--- src/hw/rtl/b32m_pkg.sv ---
package b32m_pkg;

   localparam int unsigned WordWidth = 32;
   localparam int unsigned ExpWidth  = 8;
   localparam int unsigned FracWidth = 23;
   localparam int unsigned SigWidth  = FracWidth + 1;
   localparam int unsigned ProdWidth = 2 * SigWidth;

   localparam logic [ExpWidth-1:0]  ExpAllOnes = 8'hFF;
   localparam logic [9:0]           ExpBias    = 10'd127;
   localparam logic [WordWidth-1:0] CanonNan   = 32'h7FC0_0000;
   localparam logic [WordWidth-1:0] InfBits    = 32'h7F80_0000;

   // Operand classification and preprocessed fields for the second stage.
   typedef struct packed {
      logic                 special;
      logic [WordWidth-1:0] special_word;
      logic                 sign;
      logic signed [9:0]    exp_sum;
      logic [ProdWidth-1:0] prod;
   } mul_stage_type;

endpackage

--- src/hw/rtl/b32m_round.sv ---
module b32m_round (
   input  b32m_pkg::mul_stage_type stage,
   output logic [b32m_pkg::WordWidth-1:0] product
);

   localparam int unsigned PW = b32m_pkg::ProdWidth;

   logic [5:0]         lead;
   logic [PW-1:0]      norm;
   logic signed [10:0] e;
   logic [PW-1:0]      den;
   logic [11:0]        sh;
   logic [24:0]        m;
   logic [31:0]        packed_word;

   always_comb begin
      lead = '0;
      for (int i = 0; i < PW; i++) begin
         if (stage.prod[i]) begin
            lead = 6'(i);
         end
      end
      if (lead == 6'd47) begin
         norm = stage.prod >> 1;
         e    = 11'(stage.exp_sum) + 11'sd1;
      end else begin
         norm = stage.prod << (6'd46 - lead);
         e    = 11'(stage.exp_sum) - 11'(signed'({5'd0, 6'd46 - lead}));
      end
      den = norm;
      sh  = '0;
      if (e <= 11'sd0) begin
         sh = 12'(signed'(11'sd1 - e));
         if (sh >= 12'd48) begin
            den = '0;
         end else begin
            den = norm >> sh[5:0];
         end
      end
      m = 25'(den[PW-1:23]) + 25'(den[22]);
      if (e <= 11'sd0) begin
         packed_word = {stage.sign, 31'(m)};
      end else begin
         packed_word = {stage.sign, 31'({8'(e - 11'sd1), 23'd0} + 31'(m))};
      end
      if (stage.special) begin
         product = stage.special_word;
      end else if (e >= 11'sd255) begin
         product = {stage.sign, b32m_pkg::InfBits[30:0]};
      end else begin
         product = packed_word;
      end
   end

endmodule

--- src/hw/rtl/binary32_multiplier_core.sv ---
// The significand product is registered in stage_ff, the rounded result in out_ff.
// Throughput: one transaction per cycle unless a held result waits on rsp_ready.
// A valid result register holds while rsp_ready is low and the pipe stalls behind it.
// Reset clears both valid flags; the data registers are not reset.
module binary32_multiplier_core (
   input  logic        clock,
   input  logic        reset,
   input  logic        req_valid,
   output logic        req_ready,
   input  logic [31:0] req_op_a,
   input  logic [31:0] req_op_b,
   output logic        rsp_valid,
   input  logic        rsp_ready,
   output logic [31:0] rsp_product
);

   b32m_pkg::mul_stage_type stage_ff, stage_in;
   logic                    stage_valid_ff;
   logic                    out_valid_ff;
   logic [31:0]             out_ff, out_in;
   logic                    advance;
   logic [7:0]  ea, eb;
   logic [22:0] fa, fb;
   logic nan_a, nan_b, inf_a, inf_b, zero_a, zero_b, sgn;

   assign advance   = !out_valid_ff || rsp_ready;
   assign req_ready = advance;

   always_comb begin
      ea = req_op_a[30:23];
      eb = req_op_b[30:23];
      fa = req_op_a[22:0];
      fb = req_op_b[22:0];
      sgn = req_op_a[31] ^ req_op_b[31];
      nan_a  = (ea == b32m_pkg::ExpAllOnes) && (fa != '0);
      nan_b  = (eb == b32m_pkg::ExpAllOnes) && (fb != '0);
      inf_a  = (ea == b32m_pkg::ExpAllOnes) && (fa == '0);
      inf_b  = (eb == b32m_pkg::ExpAllOnes) && (fb == '0);
      zero_a = (ea == '0) && (fa == '0);
      zero_b = (eb == '0) && (fb == '0);
      stage_in.sign = sgn;
      stage_in.special = nan_a || nan_b || inf_a || inf_b || zero_a || zero_b;
      if (nan_a || nan_b || (inf_a && zero_b) || (zero_a && inf_b)) begin
         stage_in.special_word = b32m_pkg::CanonNan;
      end else if (inf_a || inf_b) begin
         stage_in.special_word = {sgn, b32m_pkg::InfBits[30:0]};
      end else begin
         stage_in.special_word = {sgn, 31'd0};
      end
      stage_in.exp_sum = signed'(10'((ea != '0) ? ea : 8'd1) + 10'((eb != '0) ? eb : 8'd1)
                                 - b32m_pkg::ExpBias);
      stage_in.prod = 48'({(ea != '0), fa}) * 48'({(eb != '0), fb});
   end

   b32m_round u_round (
      .stage   (stage_ff),
      .product (out_in)
   );

   always_ff @(posedge clock) begin
      if (reset) begin
         stage_valid_ff <= 1'b0;
         out_valid_ff   <= 1'b0;
      end else if (advance) begin
         stage_valid_ff <= req_valid;
         out_valid_ff   <= stage_valid_ff;
      end
      if (advance) begin
         stage_ff <= stage_in;
         out_ff   <= out_in;
      end
   end

   assign rsp_valid   = out_valid_ff;
   assign rsp_product = out_ff;

endmodule

--- config.mk ---
export PLATFORM = sky130hd
export DESIGN_NAME = binary32_multiplier_core
export DESIGN_NICKNAME = d
export VERILOG_FILES = /design/src/hw/rtl/b32m_pkg.sv /design/src/hw/rtl/b32m_round.sv /design/src/hw/rtl/binary32_multiplier_core.sv
export SDC_FILE = /design/constraint.sdc
export NUM_CORES = 2
export LEC_CHECK = 0
export ABC_AREA = 1
export BUFFER_PORTS_ARGS = -buffer_cell sky130_fd_sc_hd__buf_4
export CORE_MARGIN = 10
export CORE_UTILIZATION = 40
export CTS_BUF_LIST = sky130_fd_sc_hd__clkbuf_16
export CTS_CLUSTER_DIAMETER = 200
export CTS_CLUSTER_SIZE = 16
export DETAILED_ROUTE_END_ITERATION = 8
export GPL_TIMING_DRIVEN = 0
export PLACE_DENSITY = 0.55
export SLEW_MARGIN = 20
export SYNTH_ARGS = -nofsm -noshare
export SYNTH_HDL_FRONTEND = slang
export SYNTH_HIERARCHICAL = 1
export SYNTH_SLANG_ARGS = --single-unit
--- constraint.sdc ---
create_clock -name clock -period 25.1 [get_ports clock]
set_input_delay 1.255 -clock clock [delete_from_list [all_inputs] [get_ports clock]]
set_output_delay 1.255 -clock clock [all_outputs]
set_load 0.05 [all_outputs]
**Word level (Yosys, flattened, before mapping)**

Index checks and enable logic that the tools add are counted.

- Bits in writable memories: 0
- Output and inout port bits: 34
- Memory bits (read-only): 0
- Latch bits: 0
- Input bits: 68
- Memories kept: 0
- Logic and storage cells: 110
- Flip-flop bits (word level): 126

- Shifts and indexed selects: 2
- Mux-type cells: 57
- Bitwise operators: 1
- Equality and inequality tests: 3
- Reductions and logical operators: 26
- $lt $le $gt $ge: 3
- Add/subtract/negate cells: 9
- Multipliers: 1
- Divide/modulo/power cells: 0

Operators by type and width:

| kind | count |
|---|---|
| $mux W6 | 46 |
| $mux W48 | 3 |
| $mux W31 | 3 |
| $mul A24 B24 Y48 | 1 |
| $shl A48 B6 Y48 | 1 |
| $shr A48 B6 Y48 | 1 |
| $logic_not A23 Y1 | 2 |
| $reduce_bool A23 Y1 | 2 |
| $mux W32 | 1 |
| $add A31 B25 Y31 | 1 |
| $add A25 B1 Y25 | 1 |
| $eq A8 B8 Y1 const B | 2 |
| $logic_not A8 Y1 | 2 |
| $mux W8 | 2 |
| $reduce_bool A8 Y1 | 2 |
| $ge A12 B6 Y1 const B | 1 |
| $add A10 B2 Y11 const B | 1 |
| $ge A11 B9 Y1 const B | 1 |
| $le A11 B1 Y1 const B | 1 |
| $mux W11 | 1 |
| $sub A10 B7 Y11 | 1 |
| $sub A2 B11 Y11 const A | 1 |
| $sub A9 B7 Y10 const B | 1 |
| $add A8 B8 Y9 | 1 |
| 8 further kinds | 23 |

**Longest topological paths before layout**

- Word-level depth: 59
- Mapped depth: 98
- Depth with buffers taken out: 98

**Cells and area by module**

The synthesis kept the hierarchy.

By module, submodules not included:

| module | instances | cells each | seq. area each (um2) | area an instance (um2) |
|---|---|---|---|---|
| binary32_multiplier_core | 1 | 3023 | 2892.8 | 23864.1 |
| b32m_round | 1 | 1646 | 0.0 | 7771.2 |

**Worst setup path before layout**

No wires, ideal clock.

- Kind: register to register
- From: register stage_ff[3] in the netlist's numbering
- To: register out_ff[30], in the netlist rsp_product[30] (data pin)
- Stages on the path, launching flop included: 92
- Data required time: 24.846 ns
- Clock period less this slack: 9.324 ns
- Setup slack: 15.776 ns
- Path buffers: 3
- Data arrival time: 9.070 ns
- Library setup time: 0.254 ns
- Cell sequence: edfxtp_1 > inv_2 > nand2_1 > nand2_1 > nand2_1 > nand2_1 > nand2_1 > nand2_1 > nand2_1 > nand2_1 > nand2_1 > nand2_1 > nand2_1 > nand2_1 > nand2_1 > nand2_1 > nand2_1 > nand2_1 > [56 not listed] > o221ai_1 > ha_1 > ha_1 > nand3_1 > nor2_1 > nand3_1 > nand2_1 > inv_1 > ha_1 > a21oi_1 > or2_2 > nor2_1 > nand2_1 > nor2_1 > nand2_1 > xnor2_1 > o21ai_0 > o21a_1

- Word-level cells in the longest chain between the ends: 57
- Elaborated cells on any way between the ends: 64
- Those cells by class: add/sub (6); order compare (3); eq/ne (1); shift (2); mux (52)

RTL lines:

| item | line | text |
|---|---|---|
| from (decl) | binary32_multiplier_core.sv:17 | `b32m_pkg::mul_stage_type stage_ff, stage_in;` |
| from (signal assigned) | binary32_multiplier_core.sv:69 | `stage_ff <= stage_in;` |
| $mux W6 (45 in series) | b32m_round.sv:19 | `if (stage.prod[i]) begin` |
| $sub A6 B6 Y6 | b32m_round.sv:27, b32m_round.sv:28 |  |
| $sub A10 B7 Y11 | b32m_round.sv:28 | `e = 11'(stage.exp_sum) - 11'(signed'({5'd0, 6'd46 - lead}));` |
| $mux W11 | b32m_round.sv:23 | `if (lead == 6'd47) begin` |
| $sub A2 B11 Y11 | b32m_round.sv:33 | `sh = 12'(signed'(11'sd1 - e));` |
| $ge A12 B6 Y1 or $shr A48 B6 Y48 (tied branches) | b32m_round.sv:34, b32m_round.sv:37 |  |
| $mux W48 | b32m_round.sv:34 | `if (sh >= 12'd48) begin` |
| $mux W48 | b32m_round.sv:32 | `if (e <= 11'sd0) begin` |
| $add A25 B1 Y25 | b32m_round.sv:40 | `m = 25'(den[PW-1:23]) + 25'(den[22]);` |
| $add A31 B25 Y31 | b32m_round.sv:44 | `packed_word = {stage.sign, 31'({8'(e - 11'sd1), 23'd0} + 31'(m))};` |
| $mux W31 | b32m_round.sv:41 | `if (e <= 11'sd0) begin` |
| $mux W31 (*) | b32m_round.sv:48 | `end else if (e >= 11'sd255) begin` |
| $mux W32 (*) | b32m_round.sv:46 | `if (stage.special) begin` |
| via out_in[30] | binary32_multiplier_core.sv:20 | `logic [31:0] out_ff, out_in;` |
| to (signal assigned) | binary32_multiplier_core.sv:70 | `out_ff <= out_in;` |
| to (decl) | binary32_multiplier_core.sv:20 |  |

Mark *: on every way through the listed nets, which the timed path passes. The rest lies on a longest branch.
A chain may end at the register's enable or synchronous reset.

**Worst setup path in the final report**

- From: register stage_ff[2] in the netlist's numbering
- To: register out_ff[30], in the netlist rsp_product[30] (data pin)

- Word-level cells in the longest chain between the ends: 58
- Elaborated cells on any way between the ends: 65
- Those cells by class: add/sub (6); order compare (3); eq/ne (1); shift (2); mux (53)

RTL lines:

| item | line |
|---|---|
| $mux W6 (46 in series) | b32m_round.sv:19 |
| $sub A6 B6 Y6 | b32m_round.sv:27, b32m_round.sv:28 |
| $sub A10 B7 Y11 | b32m_round.sv:28 |
| $mux W11 | b32m_round.sv:23 |
| $sub A2 B11 Y11 | b32m_round.sv:33 |
| $ge A12 B6 Y1 or $shr A48 B6 Y48 (tied branches) | b32m_round.sv:34, b32m_round.sv:37 |
| $mux W48 | b32m_round.sv:34 |
| $mux W48 | b32m_round.sv:32 |
| $add A25 B1 Y25 | b32m_round.sv:40 |
| $add A31 B25 Y31 | b32m_round.sv:44 |
| $mux W31 | b32m_round.sv:41 |
| $mux W31 (*) | b32m_round.sv:48 |
| $mux W32 (*) | b32m_round.sv:46 |
| via out_in[30] | binary32_multiplier_core.sv:20 |

Marked as above.

==> results.tsv <==
stage	metric	value	unit
logic_synthesis	Post-synth EDFFs	95	
finish	Ant. Diodes	0	
clock_tree	CTS tree	yes	
clock_tree	cts bufs inserted	9	
finish	Fillers	8529	
timing	final hold vios	0	
setup_path	crit-path max FO	10	
clock_tree	CTS sink count	97	
setup_path	Setup crit start kind	register	
floorplan	die area	90700	um^2
logic_synthesis	Cells after Synth	4669	
clock_tree	Post-CTS Resized	0	
worst_hold_path	HP Class	reg2reg	
setup_path	Critical Path Sink Type	register	
clock_tree	# H-tree levels	3	
setup_path	cell mode on critical path	nand2_1	
setup_path	Crit path required time	25240	ps
timing	Worst-Margin Slew	1010	ps
placed_design	I/O Buffers	70	
grt	antenna violations before repair	0	
setup_path	worst reg2reg path depth	92	
grt	global route overflow	0	
logic_synthesis	register area share after synthesis	0.0914	
setup_path	CP arrival	12240	ps
grt	vias in the first global route	30101	
logic_synthesis	Synth Flop Type	edfxtp_1	
logic_synthesis	FF+latch count, synth	97	
timing	Max Slew Vio Count	0	
detailed_routing	Iter 0 DRT Violations	2543	
timing	fin crit period	12100	ps
placed_design	hpwl dp	102000	um
timing	RSZ-0062 raised after global routing	false	
clock_tree	Root Driver	clkbuf_16	
logic_synthesis	share of the synthesized area in the top cell type	0.307	
timing	Final WS setup	13000	ps
outcome	status	finished clean	
finish	Finished Core Util	0.431	
finish	share of layout cells above drive strength 1	0.0419	
grt	GRT Total Usage	0.266	
timing	period utilization	0.482	
placed_design	Final Wtd Congestion	0.984	
clock_tree	CTS max path bufs	2	
logic_synthesis	FFs w/ async S/R, synth	0	
grt	largest net degree at the start of global routing	62	
floorplan	# rows	103	
logic_synthesis	Synth warnings	6	
setup_path	Largest delay share family, worst path	simple AND/OR/NAND/NOR gates	
timing	Worst slew margin	0.326	
setup_path	Crit Path Class	reg2reg	
detailed_routing	Antenna Violating Nets Remaining	0	
timing	TNS Setup	0	ps
setup_path	reg-to-reg endpoint	rsp_product[30]$_DFFE_PP_	
detailed_routing	via count	29978	
logic_synthesis	top-count cell post-synth	nand2_1	
detailed_routing	drt total wl	120000	um
flow_run	number of max-cap violations	0	
floorplan	starting density of the core	0.402	
detailed_routing	drt pass-1 iters	6	
setup_path	RR Startpoint	stage_ff[2]$_DFFE_PP_	
floorplan	Die Span Y	301	um
logic_synthesis	Cell Area, Synth	31600	um^2
detailed_routing	Routed WL per cell	20.6	um
setup_path	Worst Setup EP	rsp_product[30]$_DFFE_PP_	
clock_tree	hold buffers post-CTS	0	
grt	first-pass GRT wire length	184000	um
floorplan	number of top-level pins	102	
clock_tree	worst-skew pair later-pin latency	370	ps
logic_synthesis	top post-synthesis cells by count	nand2_1, inv_1, nand3_1	
setup_path	delay of the slowest critical-path stage	610	ps
placed_design	setup slack after placement	13180	ps
clock_tree	total setup buffers inserted after CTS	0	
setup_path	Buf+Inv Stages, Crit Path	8	
clock_tree	clk slew on worst S/H paths	80	ps
finish	NumNets Final	5537	
timing	fmax	82.6	MHz
detailed_routing	routed vias/inst	5.14	
setup_path	cell depth of the worst setup path	92	
setup_path	critical path startpoint	stage_ff[2]$_DFFE_PP_	
finish	synth-to-layout area growth	7.19	%
timing	skew final	17.3	ps
logic_synthesis	post-synth top area cell	fa_1	
timing	Setup violations, final	0	
logic_synthesis	Yosys cell types	58	
floorplan	Core ar.	78700	um^2
setup_path	slowest CP cell	clkbuf_1	
setup_path	setup slack, reg-to-reg	13000	ps
detailed_routing	drt drc	0	
logic_synthesis	synthesized area per cell	6.78	um^2
floorplan	Die X	301	um
logic_synthesis	top post-synthesis cells by area	fa_1, nand2_1, inv_1	
==> flip-flops by register name, indices dropped and copies added, names as in the netlist <==
register and cells:
rsp_valid 1, stage_valid_ff 1, stage_ff 63, rsp_product 32
==> placed cells by master, fill, tap and decap left out, drive strengths merged, types with 3 or more instances in the layout <==
cell,Yosys,final
nand2,1449,1449
inv,1050,1052
nand3,590,590
fa,485,485
nor2,262,262
ha,212,212
clkbuf,187,196
buf,38,109
edfxtp,95,95
a21oi,78,78
o21ai,44,44
xor2,43,43
nand4,24,24
conb,1,22
nor3,20,20
o21bai,15,15
nor4,11,11
xnor2,11,11
or2,8,8
clkinv,4,7
and2,6,6
a31oi,5,5
o211ai,4,4
o31ai,4,4
nand3b,3,3
a211oi,3,3
a22o,3,3
==> stage by stage <==
stage | cells | instance area (um^2) | hold WS, ps
floorplan | 4690 | 31700 | 430
global placement | 5810 | 33600 | 439
detailed placement | 5811 | 33600 | 445
CTS | 5827 | 33900 | 463
global route | 5827 | 33900 | 480
finish | 5827 | 33900 | 464
==> per-layer routing <==
layer,routed length [um],GRT usage,part of all wire
met2,56900,0.452,0.47
met1,50100,0.339,0.42
met4,5730,0.112,0.048
met3,7130,0.0286,0.059
met5,0,0,0
==> cell families (layout without fill, tap and decap cells) <==
family | after synthesis | in the layout | share of synthesized area
simple gates | 2375 | 2375 | 0.317
buf+inv | 1279 | 1366 | 0.155
fa+ha+maj | 697 | 697 | 0.391
compound gates | 166 | 166 | 0.0309
flops | 97 | 97 | 0.0914
xor+xnor | 54 | 54 | 0.0152
other cells | 1 | 22 | 0.000119
==> tightest hold or removal path: stages (launching register included) <==
cell	delay [ps]
dfxtp_1	300
inv_1	60
a21oi_1	60
==> final cells by class <==
cell class              instances  area [um^2]  share of cell area
clock inverters                 7          101             0.00299
repair buffers                 71          553              0.0163
flip-flops and latches         97         2890              0.0853
multi-input cells            3314        23900               0.706
well taps                    1050         1310              0.0387
plain buffers                 225          932              0.0275
inverters                    1054         3960               0.117
clock buffers                   9          225             0.00664
==> how the worst min path moves through the flow <==
stage	from	endpoint	slack (ps)	cells after the start
2_1_floorplan	stage_valid_ff$_SDFFE_PP0P_	rsp_valid$_SDFFE_PP0P_	430	2
3_3_place_gp	stage_valid_ff$_SDFFE_PP0P_	rsp_valid$_SDFFE_PP0P_	440	2
3_5_place_dp	stage_valid_ff$_SDFFE_PP0P_	rsp_valid$_SDFFE_PP0P_	450	2
4_1_cts	stage_valid_ff$_SDFFE_PP0P_	rsp_valid$_SDFFE_PP0P_	460	2
5_1_grt	stage_valid_ff$_SDFFE_PP0P_	rsp_valid$_SDFFE_PP0P_	480	2
6_report	stage_valid_ff$_SDFFE_PP0P_	rsp_valid$_SDFFE_PP0P_	460	2
Power is left out: the tool's default activity adds up to more than one toggle a clock period on the data nets, which glitch-free logic cannot reach.
